===== src/rtl/core/mks_pkg.sv =====
// types, constants and rotation helpers for the morus-640 keystream block
// no dependencies
`default_nettype none

package mks_pkg;

  localparam int unsigned WORD_W    = 128;
  localparam int unsigned HALF_W    = 64;
  localparam int unsigned LANE_W    = 32;
  localparam int unsigned NUM_WORDS = 5;
  localparam int unsigned NUM_LANES = WORD_W / LANE_W;
  localparam int unsigned IDX_W     = 4;

  localparam int unsigned LANE_ROT0 = 5;
  localparam int unsigned LANE_ROT1 = 31;
  localparam int unsigned LANE_ROT2 = 7;
  localparam int unsigned LANE_ROT3 = 22;
  localparam int unsigned LANE_ROT4 = 13;

  typedef enum logic [0:0] {
    ACT_LOAD = 1'b0,
    ACT_STEP = 1'b1
  } action_e;

  typedef logic [WORD_W-1:0] word_t;
  typedef word_t             state_t [NUM_WORDS];

  // rotate every 32-bit lane left by a constant amount
  function automatic word_t lane_rotl(word_t x, int unsigned r);
    word_t             y;
    logic [LANE_W-1:0] lane;
    for (int i = 0; i < NUM_LANES; i++) begin
      lane = x[LANE_W*i +: LANE_W];
      y[LANE_W*i +: LANE_W] = (lane << r) | (lane >> (LANE_W - r));
    end
    return y;
  endfunction

  // rotate the whole word left by a constant amount
  function automatic word_t word_rotl(word_t x, int unsigned n);
    return (x << n) | (x >> (WORD_W - n));
  endfunction

endpackage

`default_nettype wire


===== src/rtl/core/mks_if.sv =====
// valid/ready channels for load/step words and keystream words
// depends on mks_pkg
`default_nettype none

interface mks_in_if;
  logic                          valid;
  logic                          ready;
  logic                          action;
  logic [mks_pkg::IDX_W-1:0]     word_index;
  logic [mks_pkg::HALF_W-1:0]    load_data;

  modport source (output valid, action, word_index, load_data, input ready);
  modport sink   (input valid, action, word_index, load_data, output ready);
endinterface

interface mks_out_if;
  logic                          valid;
  logic                          ready;
  logic [mks_pkg::HALF_W-1:0]    keystream_low;
  logic [mks_pkg::HALF_W-1:0]    keystream_high;

  modport source (output valid, keystream_low, keystream_high, input ready);
  modport sink   (input valid, keystream_low, keystream_high, output ready);
endinterface

`default_nettype wire


===== src/rtl/core/mks_state_update.sv =====
// keystream word and five-round zero-message state update of morus-640
// depends on mks_pkg
`default_nettype none

module mks_state_update (
  input  mks_pkg::state_t state_i,
  output mks_pkg::word_t  keystream_o,
  output mks_pkg::state_t state_o
);

  mks_pkg::word_t s0, s1, s2, s3, s4;

  assign keystream_o = state_i[0] ^ mks_pkg::word_rotl(state_i[1], 96)
                     ^ (state_i[2] & state_i[3]);

  always_comb begin
    s0 = state_i[0];
    s1 = state_i[1];
    s2 = state_i[2];
    s3 = state_i[3];
    s4 = state_i[4];

    s0 = mks_pkg::lane_rotl(s0 ^ s3 ^ (s1 & s2), mks_pkg::LANE_ROT0);
    s3 = mks_pkg::word_rotl(s3, 32);

    s1 = mks_pkg::lane_rotl(s1 ^ s4 ^ (s2 & s3), mks_pkg::LANE_ROT1);
    s4 = mks_pkg::word_rotl(s4, 64);

    s2 = mks_pkg::lane_rotl(s2 ^ s0 ^ (s3 & s4), mks_pkg::LANE_ROT2);
    s0 = mks_pkg::word_rotl(s0, 96);

    s3 = mks_pkg::lane_rotl(s3 ^ s1 ^ (s4 & s0), mks_pkg::LANE_ROT3);
    s1 = mks_pkg::word_rotl(s1, 64);

    s4 = mks_pkg::lane_rotl(s4 ^ s2 ^ (s0 & s1), mks_pkg::LANE_ROT4);
    s2 = mks_pkg::word_rotl(s2, 32);

    state_o[0] = s0;
    state_o[1] = s1;
    state_o[2] = s2;
    state_o[3] = s3;
    state_o[4] = s4;
  end

endmodule

`default_nettype wire


===== src/rtl/core/morus640_zero_message_keystream.sv =====
// morus-640 zero-message keystream generator: an accepted step word's keystream
// word is on the output register in the next cycle; one word per cycle while
// the output does not stall, set by the combinational update of the state registers
// reset clears the 640-bit state to zero and empties the output register
// depends on mks_pkg, mks_if and mks_state_update
`default_nettype none

module morus640_zero_message_keystream (
  input  wire logic  clk_i,
  input  wire logic  rst_ni,
  mks_in_if.sink     in_i,
  mks_out_if.source  out_o
);

  mks_pkg::state_t state_q, state_d, state_next;
  mks_pkg::word_t  keystream;
  mks_pkg::word_t  ks_q, ks_d;
  logic            out_valid_q, out_valid_d;
  logic            in_fire, is_step;

  mks_state_update u_update (
    .state_i     (state_q),
    .keystream_o (keystream),
    .state_o     (state_next)
  );

  assign in_i.ready = !out_valid_q || out_o.ready;
  assign in_fire    = in_i.valid && in_i.ready;
  assign is_step    = (in_i.action == mks_pkg::ACT_STEP);

  always_comb begin
    state_d = state_q;
    if (in_fire) begin
      if (is_step) begin
        state_d = state_next;
      end else begin
        for (int w = 0; w < mks_pkg::NUM_WORDS; w++) begin
          if (in_i.word_index == mks_pkg::IDX_W'(2 * w)) begin
            state_d[w][mks_pkg::HALF_W-1:0] = in_i.load_data;
          end
          if (in_i.word_index == mks_pkg::IDX_W'(2 * w + 1)) begin
            state_d[w][mks_pkg::WORD_W-1:mks_pkg::HALF_W] = in_i.load_data;
          end
        end
      end
    end
  end

  always_comb begin
    out_valid_d = out_valid_q;
    ks_d        = ks_q;
    if (in_fire && is_step) begin
      out_valid_d = 1'b1;
      ks_d        = keystream;
    end else if (out_o.ready) begin
      out_valid_d = 1'b0;
    end
  end

  always_ff @(posedge clk_i or negedge rst_ni) begin
    if (!rst_ni) begin
      for (int w = 0; w < mks_pkg::NUM_WORDS; w++) begin
        state_q[w] <= '0;
      end
      out_valid_q <= 1'b0;
    end else begin
      state_q     <= state_d;
      out_valid_q <= out_valid_d;
    end
  end

  always_ff @(posedge clk_i) begin
    ks_q <= ks_d;
  end

  assign out_o.valid          = out_valid_q;
  assign out_o.keystream_low  = ks_q[mks_pkg::HALF_W-1:0];
  assign out_o.keystream_high = ks_q[mks_pkg::WORD_W-1:mks_pkg::HALF_W];

endmodule

`default_nettype wire


===== src/flat_wrapper.sv =====
// flat-port wrapper written by rule: the top's interface ports become plain ports
module morus640_zero_message_keystream_flat 
  (clk_i, rst_ni, in_i_valid, in_i_action, in_i_word_index, in_i_load_data, in_i_ready, out_o_valid, out_o_keystream_low, out_o_keystream_high, out_o_ready);
  mks_in_if in_i_i ();
  mks_out_if out_o_i ();
  input  wire logic clk_i;
  input  wire logic rst_ni;
  input wire logic [$bits(in_i_i.valid)-1:0] in_i_valid;
  input wire logic [$bits(in_i_i.action)-1:0] in_i_action;
  input wire logic [$bits(in_i_i.word_index)-1:0] in_i_word_index;
  input wire logic [$bits(in_i_i.load_data)-1:0] in_i_load_data;
  output wire logic [$bits(in_i_i.ready)-1:0] in_i_ready;
  output wire logic [$bits(out_o_i.valid)-1:0] out_o_valid;
  output wire logic [$bits(out_o_i.keystream_low)-1:0] out_o_keystream_low;
  output wire logic [$bits(out_o_i.keystream_high)-1:0] out_o_keystream_high;
  input wire logic [$bits(out_o_i.ready)-1:0] out_o_ready;
  assign in_i_i.valid = in_i_valid;
  assign in_i_i.action = in_i_action;
  assign in_i_i.word_index = in_i_word_index;
  assign in_i_i.load_data = in_i_load_data;
  assign in_i_ready = in_i_i.ready;
  assign out_o_valid = out_o_i.valid;
  assign out_o_keystream_low = out_o_i.keystream_low;
  assign out_o_keystream_high = out_o_i.keystream_high;
  assign out_o_i.ready = out_o_ready;
  morus640_zero_message_keystream u_core (.clk_i(clk_i), .rst_ni(rst_ni), .in_i(in_i_i), .out_o(out_o_i));
endmodule

===== config.mk =====
export PLATFORM = sky130hd
export DESIGN_NAME = morus640_zero_message_keystream_flat
export DESIGN_NICKNAME = d
export VERILOG_FILES = /design/src/rtl/core/mks_pkg.sv /design/src/rtl/core/mks_if.sv /design/src/rtl/core/mks_state_update.sv /design/src/rtl/core/morus640_zero_message_keystream.sv /design/src/flat_wrapper.sv
export SDC_FILE = /design/constraint.sdc
export NUM_CORES = 2
export LEC_CHECK = 0
export BUFFER_PORTS_ARGS = -buffer_cell sky130_fd_sc_hd__buf_2
export CORE_ASPECT_RATIO = 0.5
export CORE_MARGIN = 3
export CORE_UTILIZATION = 65
export CTS_CLUSTER_DIAMETER = 120
export DETAILED_ROUTE_END_ITERATION = 6
export GPL_ROUTABILITY_DRIVEN = 1
export GPL_TIMING_DRIVEN = 0
export MAX_ROUTING_LAYER = met4
export PLACE_DENSITY_LB_ADDON = 0.15
export SLEW_MARGIN = 20
export SYNTH_ARGS = -nofsm -noshare
export SYNTH_HDL_FRONTEND = slang
export SYNTH_SLANG_ARGS = --single-unit
export TNS_END_PERCENT = 1

===== constraint.sdc =====
create_clock -name clk_i -period 14.85 [get_ports clk_i]
set_input_delay 0.7425 -clock clk_i [delete_from_list [all_inputs] [get_ports clk_i]]
set_output_delay 0.7425 -clock clk_i [all_outputs]
set_load 0.01 [all_outputs]

==> reports/qor.txt, run 1 <==
Synth top area share = 32.0%
dominant cell type by area after synthesis = dfrtp_1
Port Buffers = 200
Post-Syn Area = 50100 µm²
syn nets = 5635
grt ovf = 180
chip width = 399 µm
Starting Density = 66.1%
clk buf depth = 3
Synth Area per Inst = 9.01 µm²
first-pass GRT wire length = 420 mm
row cnt = 71
number of synthesized flops with an enable pin = 128
Die Ht = 202 µm
FF+latch count, synth = 769
CTS Sinks = 769
Stop stage = global routing
synth warn = 0
Mapped Cells = 5562
Post-CTS Repair Setup Buffers = 0
HPWL after DPL = 231 mm
Total GRT Usage = 77.0%
predominant post-synthesis flop cell = dfrtp_1
vias in the first global route = 54.1k
most frequent cell after synthesis = nand2_1
status = aborted with a tool error
Final GP Congestion = 1.49
top-level I/O count = 203
largest net degree at the start of global routing = 96
Inserted Clock Buffers = 73
sequential share of the synthesized area = 39.7%
CTS Root Cell = clkbuf_16
error msg = [ERROR GRT-0116] Global routing finished with congestion. Check the congestion regions in the DRC Viewer.
CTS hold repair buffers = 1
Synth area leaders = dfrtp_1 (32%), xnor2_1 (13%), xor2_1 (11%), edfxtp_1 (7.7%), nand2_1 (7.2%)
top cells by count, synth = nand2_1 (962), xnor2_1 (768), dfrtp_1 (641)
fraction of registers with async set/reset = 83.4%
post-CTS sizing = 0
htree depth = 3
unique cell type count in the Yosys netlist = 35
## stage by stage
step | setup WS [ps] | area [µm²] | utilization [%] | cells | TNS [ps]
CTS | 11700 | 55300 | 73.0 | 6932 | 0
detailed placement | 11520 | 52700 | 69.6 | 6795 | 0
global placement | -888 | 52400 | 69.1 | 6784 | -498560
floorplan | 9370 | 50100 | - | 5562 | 0
## metal layers
metal  overflow  track usage [%]
met3         81             71.0
met1         79             82.7
met2         13             85.8
met4          7             54.0
met5          -                -
## cells by family after synthesis
family | synth area share, %
AO/OA/AOI/OAI | 12.8
XOR/XNOR | 24.6
buffers and inverters | 4.08
flip-flops | 39.7
multiplexers | 2.56
AND/OR/NAND/NOR | 16.3
==> run 2: changes to the inputs <==
--- a/config.mk
+++ b/config.mk
@@ -6,14 +6,11 @@
 export NUM_CORES = 2
 export LEC_CHECK = 0
 export BUFFER_PORTS_ARGS = -buffer_cell sky130_fd_sc_hd__buf_2
-export CORE_ASPECT_RATIO = 0.5
 export CORE_MARGIN = 3
-export CORE_UTILIZATION = 65
-export CTS_CLUSTER_DIAMETER = 120
+export CORE_UTILIZATION = 40
 export DETAILED_ROUTE_END_ITERATION = 6
 export GPL_ROUTABILITY_DRIVEN = 1
 export GPL_TIMING_DRIVEN = 0
-export MAX_ROUTING_LAYER = met4
 export PLACE_DENSITY_LB_ADDON = 0.15
 export SLEW_MARGIN = 20
 export SYNTH_ARGS = -nofsm -noshare
==> run 2 against run 1 <==
Effect of this change: synthesized cell count unchanged; synthesized area unchanged; the flow now finishes, with violations (design-rule violations, max-capacitance violations, max-slew violations).
==> reports/qor.txt, run 2 <==
status = complete, but fails checks
violated checks = design-rule violations, max-capacitance violations, max-slew violations
nets = 5963
Setup crit end kind = register
top-level I/O count = 203 (unchanged)
Layout area overhead = 14.9%
fmax = 270 MHz
Worst Skew = 30.7 ps
Total GRT Usage = 55.2%
CTS tree = done
vias per cell = 6.72
Worst path most repeated cell = xnor2_1
grt ovf = 0
fraction of layout cells with a size suffix above 1 = 13.0%
Inserted Clock Buffers = 97 (+33%)
top cells by count, synth = nand2_1 (962), xnor2_1 (768), dfrtp_1 (641)
DRT Pass-1 Iters = 7
FF+latch count, synth = 769 (unchanged)
# DRC = 4
WP data required = 15390 ps
synth warn = 0 (unchanged)
number of synthesized flops with an enable pin = 128 (unchanged)
CP Max Fanout = 6
row cnt = 129 (+82%)
largest net degree at the start of global routing = 82
Final Util = 46.5%
CP Data Arrival Time = 4250 ps
Critical Path Source Type = register
Critical Path Slowest Stage Cell = xor2_1
commonest non-fill, non-tap cell in the layout = nand2_1
clock latency on the worst-skew pair = 750 ps
sequential share of the synthesized area = 39.7% (unchanged)
Post-Syn Area = 50100 µm² (unchanged)
CTS Root Cell = clkbuf_16
setup TNS = 0 ps
Port Buffers = 200 (unchanged)
first-pass GRT wire length = 467 mm
chip width = 360 µm (-9.7%)
HPWL after DPL = 293 mm (+27%)
Iter 0 DRT Violations = 9525
Final Setup Violations = 0
post-route ant nets = 0
Post-CTS Repair Setup Buffers = 0 (unchanged)
antenna violations before repair = 67
HP Class = input pin to register
dominant cell type by area after synthesis = dfrtp_1
CTS Sinks = 769 (unchanged)
clk buf depth = 3 (unchanged)
predominant post-synthesis flop cell = dfrtp_1
vias post-DR = 51.4k
CP max stage delay = 1050 ps
RSZ-0062 raised after global routing = no
fin. max-slew vios = 3
Starting Density = 40.4% (-26 points)
vias in the first global route = 46.1k
Final GP Congestion = 1.18 (-21%)
most frequent cell after synthesis = nand2_1
Synth area leaders = dfrtp_1 (32%), xnor2_1 (13%), xor2_1 (11%), edfxtp_1 (7.7%), nand2_1 (7.2%)
Final Critical Period = 3710 ps
Biggest register = u_core.state_q
Die Ht = 360 µm (+78%)
post-CTS sizing = 0 (unchanged)
commonest cells after routing, fill and taps aside = nand2_1 (962), xnor2_1 (751), dfrtp_1 (641)
max-cap viol count = 1
WL/cell = 48.2 µm
Core Region = 124000 µm²
Largest register FFs = 640
Mapped Cells = 5562 (unchanged)
Synth Area per Inst = 9.01 µm² (unchanged)
final wirelength = 368 mm
Worst-path clk slew = 60 ps
Slew HR = -2.53%
final period utilization = 25.0%
worst-margin pin slew = 1530 ps
syn nets = 5635 (unchanged)
die area = 130000 µm²
unique cell type count in the Yosys netlist = 35 (unchanged)
Synth top area share = 32.0% (unchanged)
Cell Chain, Critical Path = xnor2_1, xnor2_1, xnor2_1, xor2_1, o221ai_1
htree depth = 3 (unchanged)
fraction of registers with async set/reset = 83.4% (unchanged)
final hold viol count = 0
worst setup path category = register to register
-- run 2: layer usage --
| layer | vias up | routed length, µm | GRT usage (%) |
|---|---|---|---|
| li1 | 19500 | - | - |
| met5 | - | 913 | 2.98 |
| met2 | 5014 | 134000 | 70.7 |
| met3 | 1471 | 62500 | 31.9 |
| met1 | 25300 | 128000 | 64.0 |
| met4 | 34 | 42500 | 49.3 |
-- run 2: logic make-up (layout without fill, tap and decap cells) --
family | count (synthesis) | after routing | share of synthesized area [%]
AO/OA/AOI/OAI | 1098 | 1098 | 12.8
other | 0 | 35 | 0
flip-flops | 769 | 769 | 39.7
XOR/XNOR | 1408 | 1408 | 24.6
AND/OR/NAND/NOR | 1737 | 1737 | 16.3
buffers and inverters | 422 | 831 | 4.08
multiplexers | 128 | 128 | 2.56
-- run 2: per-stage QoR --
step           setup slack, ps  area [µm²]  cells  hold WS, ps
2_1_floorplan             9370       50100   5562          447
3_3_place_gp             -2670       53200   7399          522
6_report                 11140       57600   7643          361
5_1_grt                  11340       57500   7612          381
3_5_place_dp             11120       54000   7427          530
4_1_cts                  11570       57300   7608          339
-- run 2: path summary, 6_finish.rpt --
check / depth (start not counted) / slack [ps] / start / endpoint
setup reg to reg: 5 / 11140 / u_core.state_q[29]$_DFFE_PN0P_ / u_core.state_q[146]$_DFFE_PN0P_
hold / removal: 3 / 360 / in_i_load_data[35] / u_core.state_q[483]$_DFFE_PN0P_
max in group asynchronous: 5 / 12690 / rst_ni / u_core.state_q[284]$_DFFE_PN0P_
setup / recovery: 5 / 11140 / u_core.state_q[29]$_DFFE_PN0P_ / u_core.state_q[146]$_DFFE_PN0P_
min in group asynchronous: 2 / 490 / rst_ni / u_core.state_q[170]$_DFFE_PN0P_
hold reg to reg: 2 / 540 / u_core.state_q[542]$_DFFE_PN0P_ / u_core.state_q[542]$_DFFE_PN0P_
-- run 2: layout make-up --
cell class,count,area (µm²)
well taps,1637,2050
inverters,66,248
flip-flops and latches,769,19900
diodes,35,87.6
multi-input cells,4371,28600
clock buffers,128,2710
repair buffers,229,1580
plain buffers,356,1840
clock inverters,52,566
fillers,12300,66400
-- run 2: critical path: cells and delay by family (launching register included) --
kind                      cells  cell delay, ps
AOI/OAI and AO/OA             1             320
xor gates and xnor gates      4            2400
DFF                           1             770
-- run 2: what timing repair did --
action / 4_1_cts / 5_1_grt
hold buffers: 1 / 0
endpoints found under the hold margin: 37 / 0
endpoints found under the setup margin: 0 / 0
Power of run 2 is not shown: default switching activity piles up to over one toggle a cycle in this logic, so the estimate is an artifact.
